## config.mk

```make
export PLATFORM = sky130hd
export DESIGN_NAME = gps_binary_frame_parser_top
export DESIGN_NICKNAME = d
export VERILOG_FILES = /design/src/rtl/gbfp_pkg.sv /design/src/rtl/gbfp_front.sv /design/src/rtl/gbfp_emit.sv /design/src/rtl/gps_binary_frame_parser_top.sv
export VERILOG_INCLUDE_DIRS = /design/src /design/src/rtl
export SDC_FILE = /design/constraint.sdc
export NUM_CORES = 1
export LEC_CHECK = 0
export ABC_AREA = 0
export BUFFER_PORTS_ARGS = -buffer_cell sky130_fd_sc_hd__buf_2
export CORE_MARGIN = 2
export CORE_UTILIZATION = 30
export DETAILED_ROUTE_END_ITERATION = 8
export PLACE_DENSITY = 0.5
export SETUP_SLACK_MARGIN = 0.05
export SYNTH_ARGS = -nofsm -noshare
export SYNTH_HDL_FRONTEND = slang
export SYNTH_SLANG_ARGS = --single-unit
export TNS_END_PERCENT = 10
```

## constraint.sdc

```tcl
create_clock -name clk -period 13.75 [get_ports clk]
set_input_delay 2.75 -clock clk [delete_from_list [all_inputs] [get_ports clk]]
set_output_delay 2.75 -clock clk [all_outputs]
set_load 0.05 [all_outputs]
```

## src/rtl/gps_binary_frame_parser_top_assert.svh

```systemverilog
// ----------------------------------------------------------------------------
// gps binary frame parser assertion macros
// shared concurrent check forms, clocked on clk, disabled during reset
// ----------------------------------------------------------------------------
`ifndef GPS_BINARY_FRAME_PARSER_TOP_ASSERT_SVH
`define GPS_BINARY_FRAME_PARSER_TOP_ASSERT_SVH

// same-cycle implication
`define GBFP_ASSERT_IMP(lbl, ante, cons, msg) \
	lbl: assert property (@(posedge clk) disable iff (!arst_n) (ante) |-> (cons)) \
		else $error(msg);

// next-cycle implication
`define GBFP_ASSERT_NXT(lbl, ante, cons, msg) \
	lbl: assert property (@(posedge clk) disable iff (!arst_n) (ante) |=> (cons)) \
		else $error(msg);

`endif

```

## src/rtl/gbfp_pkg.sv

```systemverilog
// ----------------------------------------------------------------------------
// gbfp_pkg
// shared types, constants and field selection for the gps frame parser
// ----------------------------------------------------------------------------
`default_nettype none

package gbfp_pkg;

	localparam logic [7:0] SYNC0_BYTE = 8'hA0;
	localparam logic [7:0] SYNC1_BYTE = 8'hA2;
	localparam logic [7:0] END0_BYTE  = 8'hB0;
	localparam logic [7:0] NAV_ID_RST = 8'h02;
	localparam logic [7:0] GEO_ID_RST = 8'h29;

	localparam logic       CFG_NAV_ID = 1'b0;
	localparam logic       CFG_GEO_ID = 1'b1;

	localparam logic [6:0] NAV_SLOTS = 7'd42;
	localparam logic [6:0] GEO_SLOTS = 7'd92;
	localparam logic [6:0] IDX_MAX   = 7'd127;

	localparam logic [4:0] LAST_FIELD = 5'd17;

	typedef struct packed {
		logic [2:0][31:0] pos;
		logic [2:0][15:0] vel;
		logic [2:0][7:0]  mas;
		logic [2:0][31:0] geo_long;
		logic [4:0][15:0] geo_short;
		logic [7:0]       hdop;
	} snap_t;

	typedef struct packed {
		snap_t data;
		logic  cap;
	} snap_req_t;

	function automatic logic [31:0] field_value_of(input snap_t s, input logic [4:0] f);
		logic [31:0] v;
		v = 32'd0;
		case (f)
			5'd0:    v = s.pos[0];
			5'd1:    v = s.pos[1];
			5'd2:    v = s.pos[2];
			5'd3:    v = {16'd0, s.vel[0]};
			5'd4:    v = {16'd0, s.vel[1]};
			5'd5:    v = {16'd0, s.vel[2]};
			5'd6:    v = {24'd0, s.mas[0]};
			5'd7:    v = {24'd0, s.mas[1]};
			5'd8:    v = {24'd0, s.mas[2]};
			5'd9:    v = {16'd0, s.geo_short[0]};
			5'd10:   v = {16'd0, s.geo_short[1]};
			5'd11:   v = s.geo_long[0];
			5'd12:   v = s.geo_long[1];
			5'd13:   v = s.geo_long[2];
			5'd14:   v = {16'd0, s.geo_short[2]};
			5'd15:   v = {16'd0, s.geo_short[3]};
			5'd16:   v = {16'd0, s.geo_short[4]};
			default: v = {24'd0, s.hdop};
		endcase
		return v;
	endfunction

endpackage

`default_nettype wire

```

## src/rtl/gbfp_front.sv

```systemverilog
// ----------------------------------------------------------------------------
// gbfp_front
// byte-level frame tracker and field capture, hands snapshots to the back end
// ----------------------------------------------------------------------------
`default_nettype none

module gbfp_front import gbfp_pkg::*; (
	input  wire logic       clk,
	input  wire logic       arst_n,
	input  wire logic       s_tvalid,
	output logic            s_tready,
	input  wire logic [7:0] s_tdata,    // rx_byte
	input  wire logic       cfg_we,
	input  wire logic       cfg_index,
	input  wire logic [7:0] cfg_wdata,
	output logic            snap_valid,
	output snap_req_t       snap_req,
	input  wire logic       snap_ready
);

	typedef enum logic [3:0] {
		ST_HUNT, ST_GOT_A0, ST_LEN_HI, ST_LEN_LO, ST_MSGID,
		ST_NAV, ST_GEO, ST_SKIP, ST_GOT_B0
	} state_t;

	state_t      state_q;
	logic [7:0]  nav_id_q;
	logic [7:0]  geo_id_q;
	logic [7:0]  len_hi_q;
	logic [16:0] bytes_left_q;
	logic [6:0]  idx_q;
	snap_t       cap_q;

	logic        trig;
	logic        accept;
	logic [6:0]  vel_off;
	logic [6:0]  ll_off;
	logic [6:0]  alt_off;
	logic [6:0]  sg_off;
	logic [6:0]  clb_off;
	logic [2:0]  sg_word;

	assign trig       = (state_q == ST_GEO) && (bytes_left_q == 17'd0);
	assign s_tready   = !trig || snap_ready;
	assign accept     = s_tvalid && s_tready;
	assign snap_valid = accept && trig;
	assign snap_req.data = cap_q;
	assign snap_req.cap  = (cap_q.geo_short[0] == 16'd0);

	always_comb begin
		vel_off = idx_q - 7'd12;
		ll_off  = idx_q - 7'd22;
		alt_off = idx_q - 7'd34;
		sg_off  = idx_q - 7'd39;
		clb_off = idx_q - 7'd45;
		sg_word = 3'd2 + {2'd0, sg_off[1]};
	end

	always_ff @(posedge clk or negedge arst_n) begin
		if (!arst_n) begin
			state_q      <= ST_HUNT;
			nav_id_q     <= NAV_ID_RST;
			geo_id_q     <= GEO_ID_RST;
			len_hi_q     <= 8'd0;
			bytes_left_q <= 17'd0;
			idx_q        <= 7'd0;
			cap_q        <= '0;
		end else begin
			if (cfg_we) begin
				unique case (cfg_index)
					CFG_NAV_ID: nav_id_q <= cfg_wdata;
					CFG_GEO_ID: geo_id_q <= cfg_wdata;
					default:    ;
				endcase
			end
			if (accept) begin
				unique case (state_q)
					ST_HUNT: begin
						if (s_tdata == SYNC0_BYTE) state_q <= ST_GOT_A0;
					end
					ST_GOT_A0: begin
						if (s_tdata == SYNC1_BYTE) begin
							idx_q   <= 7'd0;
							state_q <= ST_LEN_HI;
						end else begin
							state_q <= ST_HUNT;
						end
					end
					ST_LEN_HI: begin
						len_hi_q <= s_tdata;
						state_q  <= ST_LEN_LO;
					end
					ST_LEN_LO: begin
						bytes_left_q <= {1'b0, len_hi_q, s_tdata} + 17'd1;
						state_q      <= ST_MSGID;
					end
					ST_MSGID: begin
						if (s_tdata == nav_id_q)      state_q <= ST_NAV;
						else if (s_tdata == geo_id_q) state_q <= ST_GEO;
						else                          state_q <= ST_SKIP;
					end
					ST_NAV, ST_GEO, ST_SKIP: begin
						if (bytes_left_q != 17'd0) begin
							if (state_q == ST_NAV && idx_q < NAV_SLOTS) begin
								if (idx_q < 7'd12)
									cap_q.pos[idx_q[3:2]][{~idx_q[1:0], 3'b000} +: 8]
										<= s_tdata;
								else if (idx_q < 7'd18)
									cap_q.vel[vel_off[2:1]][{~vel_off[0], 3'b000} +: 8]
										<= s_tdata;
								else if (idx_q == 7'd18)
									cap_q.mas[0] <= s_tdata;
								else if (idx_q == 7'd20)
									cap_q.mas[1] <= s_tdata;
								else if (idx_q == 7'd27)
									cap_q.mas[2] <= s_tdata;
							end else if (state_q == ST_GEO && idx_q < GEO_SLOTS) begin
								if (idx_q < 7'd4)
									cap_q.geo_short[{2'd0, idx_q[1]}][{~idx_q[0], 3'b000} +: 8]
										<= s_tdata;
								else if (idx_q >= 7'd22 && idx_q < 7'd30)
									cap_q.geo_long[{1'b0, ll_off[2]}][{~ll_off[1:0], 3'b000} +: 8]
										<= s_tdata;
								else if (idx_q >= 7'd34 && idx_q < 7'd38)
									cap_q.geo_long[2][{~alt_off[1:0], 3'b000} +: 8] <= s_tdata;
								else if (idx_q >= 7'd39 && idx_q < 7'd43)
									cap_q.geo_short[sg_word][{~sg_off[0], 3'b000} +: 8]
										<= s_tdata;
								else if (idx_q == 7'd45 || idx_q == 7'd46)
									cap_q.geo_short[4][{~clb_off[0], 3'b000} +: 8] <= s_tdata;
								else if (idx_q == 7'd88)
									cap_q.hdop <= s_tdata;
							end
							if (state_q != ST_SKIP && idx_q < IDX_MAX)
								idx_q <= idx_q + 7'd1;
							bytes_left_q <= bytes_left_q - 17'd1;
						end else begin
							state_q <= (s_tdata == END0_BYTE) ? ST_GOT_B0 : ST_HUNT;
						end
					end
					default: state_q <= ST_HUNT;
				endcase
			end
		end
	end

endmodule

`default_nettype wire

```

## src/rtl/gbfp_emit.sv

```systemverilog
// ----------------------------------------------------------------------------
// gbfp_emit
// one-deep snapshot buffer and field sequencer driving the output register
// ----------------------------------------------------------------------------
`default_nettype none

module gbfp_emit import gbfp_pkg::*; (
	input  wire logic        clk,
	input  wire logic        arst_n,
	input  wire logic        snap_valid,
	input  wire snap_req_t   snap_req,
	output logic             snap_ready,
	output logic             m_tvalid,
	input  wire logic        m_tready,
	output logic [31:0]      m_tdata,   // field_value
	output logic [5:0]       m_tuser,   // field_id[4:0], nav_ok
	output logic             m_tlast    // last
);

	snap_t       buf_q;
	logic        cap_q;
	logic        busy_q;
	logic [4:0]  idx_q;
	logic        vld_q;
	logic [31:0] val_q;
	logic [4:0]  fid_q;
	logic        ncap_q;
	logic        last_q;
	logic        load;

	assign snap_ready = !busy_q;
	assign load       = busy_q && (!vld_q || m_tready);

	assign m_tvalid = vld_q;
	assign m_tdata  = val_q;
	assign m_tuser  = {ncap_q, fid_q};
	assign m_tlast  = last_q;

	always_ff @(posedge clk or negedge arst_n) begin
		if (!arst_n) begin
			busy_q <= 1'b0;
			idx_q  <= 5'd0;
			vld_q  <= 1'b0;
		end else begin
			if (snap_valid && !busy_q) begin
				busy_q <= 1'b1;
				idx_q  <= 5'd0;
			end
			if (load) begin
				vld_q <= 1'b1;
				if (idx_q == LAST_FIELD) begin
					busy_q <= 1'b0;
					idx_q  <= 5'd0;
				end else begin
					idx_q <= idx_q + 5'd1;
				end
			end else if (m_tready) begin
				vld_q <= 1'b0;
			end
		end
	end

	always_ff @(posedge clk) begin
		if (snap_valid && !busy_q) begin
			buf_q <= snap_req.data;
			cap_q <= snap_req.cap;
		end
		if (load) begin
			val_q  <= field_value_of(buf_q, idx_q);
			fid_q  <= idx_q;
			ncap_q <= cap_q;
			last_q <= (idx_q == LAST_FIELD);
		end
	end

endmodule

`default_nettype wire

```

## src/rtl/gps_binary_frame_parser_top.sv

```systemverilog
// handoff: on the terminating byte the snapshot is buffered in the emit sequencer, then its first field is registered
// throughput: one received byte per cycle while s_tready is high; a snapshot drains at one field per cycle
// (18 fields) while m_tready is high, set by the single output register of the emit sequencer
// a geodetic frame end stalls input only while the previous snapshot still drains
// reset: asynchronous, active low; parser hunts for a0, captures clear to zero,
// message ids return to 2 and 41
// ----------------------------------------------------------------------------
// gps_binary_frame_parser_top
// binary gps frame parser with field capture and snapshot output stream
// ----------------------------------------------------------------------------
`default_nettype none

module gps_binary_frame_parser_top import gbfp_pkg::*; (
	input  wire logic        clk,
	input  wire logic        arst_n,
	input  wire logic        s_tvalid,
	output logic             s_tready,
	input  wire logic [7:0]  s_tdata,   // rx_byte
	output logic             m_tvalid,
	input  wire logic        m_tready,
	output logic [31:0]      m_tdata,   // field_value
	output logic [5:0]       m_tuser,   // field_id[4:0], nav_ok
	output logic             m_tlast,   // last
	input  wire logic        cfg_we,
	input  wire logic        cfg_index,
	input  wire logic [7:0]  cfg_wdata
);

	`include "gps_binary_frame_parser_top_assert.svh"

	logic      snap_valid;
	logic      snap_ready;
	snap_req_t snap_req;

	gbfp_front u_front (
		.clk        (clk),
		.arst_n     (arst_n),
		.s_tvalid   (s_tvalid),
		.s_tready   (s_tready),
		.s_tdata    (s_tdata),
		.cfg_we     (cfg_we),
		.cfg_index  (cfg_index),
		.cfg_wdata  (cfg_wdata),
		.snap_valid (snap_valid),
		.snap_req   (snap_req),
		.snap_ready (snap_ready)
	);

	gbfp_emit u_emit (
		.clk        (clk),
		.arst_n     (arst_n),
		.snap_valid (snap_valid),
		.snap_req   (snap_req),
		.snap_ready (snap_ready),
		.m_tvalid   (m_tvalid),
		.m_tready   (m_tready),
		.m_tdata    (m_tdata),
		.m_tuser    (m_tuser),
		.m_tlast    (m_tlast)
	);

	// snapshot handoff leaves the back end busy
	`GBFP_ASSERT_NXT(a_snap_busy, snap_valid && snap_ready, !snap_ready, "snapshot buffer not held")
	// input stalls only for a snapshot the back end cannot take
	`GBFP_ASSERT_IMP(a_stall_cause, !s_tready, !snap_ready, "input stalled with free buffer")
	// last marks exactly the final field
	`GBFP_ASSERT_IMP(a_last_id, m_tvalid && m_tlast, m_tuser[4:0] == LAST_FIELD, "last on wrong field")
	`GBFP_ASSERT_IMP(a_id_last, m_tvalid && m_tuser[4:0] == LAST_FIELD, m_tlast, "final field not last")

endmodule

`default_nettype wire
```

==> tab_implementation.tex <==
\begin{tabular}{lr}
\hline
Metric & Value \\
\hline
\multicolumn{2}{l}{\textbf{Floorplan}} \\
\quad Horiz. Die Dim & 332 µm \\
\quad Core area & 107000 µm² \\
\quad I/O pin count & 63 \\
\quad Initial standard-cell utilization of the core & 0.302 \\
\quad Count of standard-cell rows & 120 \\
\quad Overall die height & 332 µm \\
\quad Full die area & 110000 µm² \\
\multicolumn{2}{l}{\textbf{Place}} \\
\quad PortBufs & 62 \\
\quad Detailed placer's ending HPWL & 59.7 mm \\
\quad Placement-stage worst setup slack & 7.59 ns \\
\quad Placed Cells & 3689 \\
\quad Placed standard-cell area & 34200 µm² \\
\quad Placer congestion estimate & 0.826 \\
\multicolumn{2}{l}{\textbf{Yosys}} \\
\quad Leading post-synthesis cells by instance count & dfrtp\_1 (407), edfxtp\_1 (392), nand2\_1 (262), mux2\_2 (192), o21ai\_0 (166) \\
\quad Avg Inst Size Synth & 13.8 µm² \\
\quad Most frequently used cell type in the post-synthesis netlist & dfrtp\_1 \\
\quad Area fraction in compound gates after synthesis & 0.111 \\
\quad Largest family of logic cells by synthesized area & compound AO/OA/AOI/OAI gates \\
\quad Synthesized netlist net count & 2384 \\
\quad Mapped Area & 32300 µm² \\
\quad Number of warnings issued by yosys & 0 \\
\quad Synthesized instance count & 2342 \\
\quad Primary flip-flop cell chosen by synthesis mapping & dfrtp\_1 \\
\quad Post-Synth Adder-Cell Area & 0.00775 \\
\quad Yosys cell types & 82 \\
\quad Proportion of netlist area held by the largest area contributor & 0.364 \\
\quad Largest cells by area after synthesis & edfxtp\_1 (36\%), dfrtp\_1 (32\%), mux2\_2 (6.7\%) \\
\quad Sequential share of the synthesized area & 0.683 \\
\quad Post-synthesis mux area share & 0.0735 \\
\quad Yosys top cell by area & edfxtp\_1 \\
\quad Share of synthesized registers carrying an async set or reset & 0.512 \\
\quad Simple-gate area share of the yosys netlist & 0.0922 \\
\quad FF+latch count, synth & 803 \\
\quad Synth Area in XOR/XNOR & 0.00840 \\
\quad Count of flip-flops with a built-in enable after synthesis & 392 \\
\multicolumn{2}{l}{\textbf{Timing}} \\
\quad Count of final max-slew check failures & 0 \\
\quad Part of the cycle the worst path needs & 0.413 \\
\quad Highest achievable clock rate & 0.176 GHz \\
\quad Transition time of the tightest slew-check pin & 1.34 ns \\
\quad Worst Clk Skew & 0.0387 ns \\
\quad Setup repair after global routing missed its margin & no \\
\quad Final setup margin & 8.07 ns \\
\quad WHS & 0.428 ns \\
\quad Shortest period the worst path allows & 5.68 ns \\
\quad Setup violators final & 0 \\
\quad Setup TNS & 0 ns \\
\quad Final hold violation count & 0 \\
\quad Worst slew margin relative to its limit & 0.105 \\
\multicolumn{2}{l}{\textbf{Hold path}} \\
\quad Instance count along the most critical hold path & 0 \\
\quad Endpoint with the worst hold slack & u\_emit.buf\_q[199] \\
\quad Worst Min Path Start & u\_front.snap\_req[200] \\
\quad Path class of the lowest-slack min-delay path & flop to flop \\
\multicolumn{2}{l}{\textbf{Layout}} \\
\quad Share of layout cells above drive strength 1 & 0.201 \\
\quad Fill cell count & 10400 \\
\quad Design area & 37000 µm² \\
\quad Final Util & 0.346 \\
\quad Number of non-filler instances in the completed layout & 3844 \\
\quad Net count of the finished layout & 2413 \\
\quad Layout overhead on the synthesized area & 14.4\% \\
\multicolumn{2}{l}{\textbf{Worst setup path}} \\
\quad Max stage delay on crit path & 0.53 ns \\
\quad CP cell instances & or4\_1 > buf\_4 > or4\_4 > nor2\_1 > nand3\_1 > buf\_2 \\
\quad RR Startpoint & u\_front.bytes\_left\_q[12] \\
\quad Crit. End Element & primary output \\
\quad Worst Setup Path Type & flop to primary output \\
\quad Worst EP arrival & 2.93 ns \\
\quad Critical path peak fanout & 24 \\
\quad Minimum setup slack among reg-to-reg paths & 9.09 ns \\
\quad Worst r2r dst & u\_emit.buf\_q[137] \\
\quad Type of element launching the critical path & flop \\
\quad Bufs and invs on worst path & 2 \\
\quad Cell family with the largest share of critical-path delay & simple AND/OR/NAND/NOR gates \\
\quad Path depth of the worst reg2reg path & 6 \\
\quad Required time of the critical path & 11.00 ns \\
\quad Slowest CP cell & or4\_1 \\
\multicolumn{2}{l}{\textbf{Routing}} \\
\quad Vias & 20400 \\
\quad Wire length per cell after detailed routing & 25.3 µm \\
\quad Number of detailed-route iterations in the first pass & 6 \\
\quad Number of nets with antenna violations after routing & 0 \\
\quad DRC errors left & 0 \\
\quad Routed wire length & 97.2 mm \\
\quad Iteration-0 DRC count of the detailed router & 2440 \\
\quad Vias per std cell & 5.29 \\
\multicolumn{2}{l}{\textbf{Global routing}} \\
\quad Met3 track demand over resource & 0.0357 \\
\quad Largest net degree at the start of global routing & 195 \\
\quad Sum of overflow across all layers after global routing & 0 \\
\quad Overall global routing resource usage & 0.174 \\
\quad Number of antenna violations at the first check in global routing & 4 \\
\quad Met2 Resource Use GR & 0.275 \\
\quad Global-route wire length before repair & 141 mm \\
\quad Met1 track demand over resource & 0.238 \\
\quad Number of global-route vias before repair & 20500 \\
\quad GRT busiest layer & met2 \\
\multicolumn{2}{l}{\textbf{Clock network}} \\
\quad Clock Sink Count & 803 \\
\quad Post-cts gate resize count & 0 \\
\quad CTS tree & yes \\
\quad Latest clock arrival within the worst-skew pair & 0.66 ns \\
\quad Cell at the root of the clock tree & clkbuf\_16 \\
\quad CTS hold repair buffers & 0 \\
\quad Post-CTS setup buffer count & 0 \\
\quad Number of buffers on the longest clock path & 3 \\
\quad Number of H-tree levels & 3 \\
\quad TritonCTS buffer count & 83 \\
\quad CTS clock-pin slew for the worst setup and hold paths & 0.06 ns \\
\multicolumn{2}{l}{\textbf{Flow run}} \\
\quad Number of max-cap violations & 0 \\
\multicolumn{2}{l}{\textbf{Pwr}} \\
\quad Overall power after layout & 5.90 mW \\
\quad Highest ir drop seen on vdd & 0.101 mV \\
\quad Ratio of total power to cell area & 160 nW/µm² \\
\quad Leakage & 13.8 nW \\
\multicolumn{2}{l}{\textbf{Run status}} \\
\quad Outcome & finished, final reports clean \\
\hline
\end{tabular}
cell usage in the layout, fill, tap and decap left out, types with 39 or more instances in the layout:
master	count
dfrtp_1	406
edfxtp_1	392
nand2_1	262
mux2_2	192
o21ai_0	165
clkbuf_16	84
nor2_1	74
o31ai_1	67
buf_2	61
a22oi_1	59
a222oi_1	43
nor3_1	42
nand3_1	41
buf_4	39
flip-flops by register name, summed over array words and instances (netlist names):
| register | cells |
|---|---|
| u_front.len_hi_q | 8 |
| u_emit.busy_q | 1 |
| u_emit.idx_q | 5 |
| u_emit.m_tdata | 32 |
| u_front.snap_req | 352 |
| u_emit.buf_q | 352 |
| u_emit.m_tvalid | 1 |
| u_emit.m_tlast | 1 |
| u_front.geo_id_q | 8 |
| u_front.idx_q | 7 |
| u_front.state_q | 4 |
| u_front.bytes_left_q | 17 |
| u_emit.cap_q | 1 |
| u_emit.ncap_q | 1 |
| u_emit.fid_q | 5 |
| u_front.nav_id_q | 8 |
per-layer routing:
metal / part of all wire / wire length [µm]
met3: 0.069 / 6680
met2: 0.46 / 45000
met4: 0.029 / 2860
met1: 0.44 / 42700
met5: 0 / 0
how the worst max path moves through the flow:
stage | cells after the start | start | end | slack [ns]
final | 6 | u_front.bytes_left_q[12] | s_tready | 8.07
after global routing | 6 | u_front.bytes_left_q[12] | s_tready | 7.97
after CTS | 6 | u_front.bytes_left_q[12] | s_tready | 7.99
after detailed placement | 5 | s_tvalid | u_emit.buf_q[337] | 7.59
after global placement | 5 | s_tvalid | u_emit.buf_q[138] | 7.63
after floorplan | 4 | s_tvalid | u_emit.buf_q[0] | 2.96
report_power, final:
part / internal, mW / leakage, nW / switching [mW]
Clock: 1.34 / 1.38 / 0.966
Combinational: 0.256 / 4.02 / 0.660
Sequential: 2.58 / 8.43 / 0.0934
Total: 4.18 / 13.8 / 1.72
kinds of logic after synthesis:
kind of cell,Yosys count
AND/OR/NAND/NOR,589
adder cells (fa/ha/maj),20
XOR/XNOR,31
buffers and inverters,189
multiplexers,213
AO/OA/AOI/OAI,497
flip-flops,803
final cells by class:
type                       instances  area [µm²]  share of cell area
multi-input combinational       1350        9590               0.259
tap                             1403        1760              0.0475
clock buffer                     118        2410              0.0652
clock inverter                    36         393              0.0106
inverter                          31         124             0.00335
antenna                            1        2.50           0.0000677
sequential                       803       22100               0.597
timing repair buffer             102         633              0.0171
(Power assumes the default switching activity.)
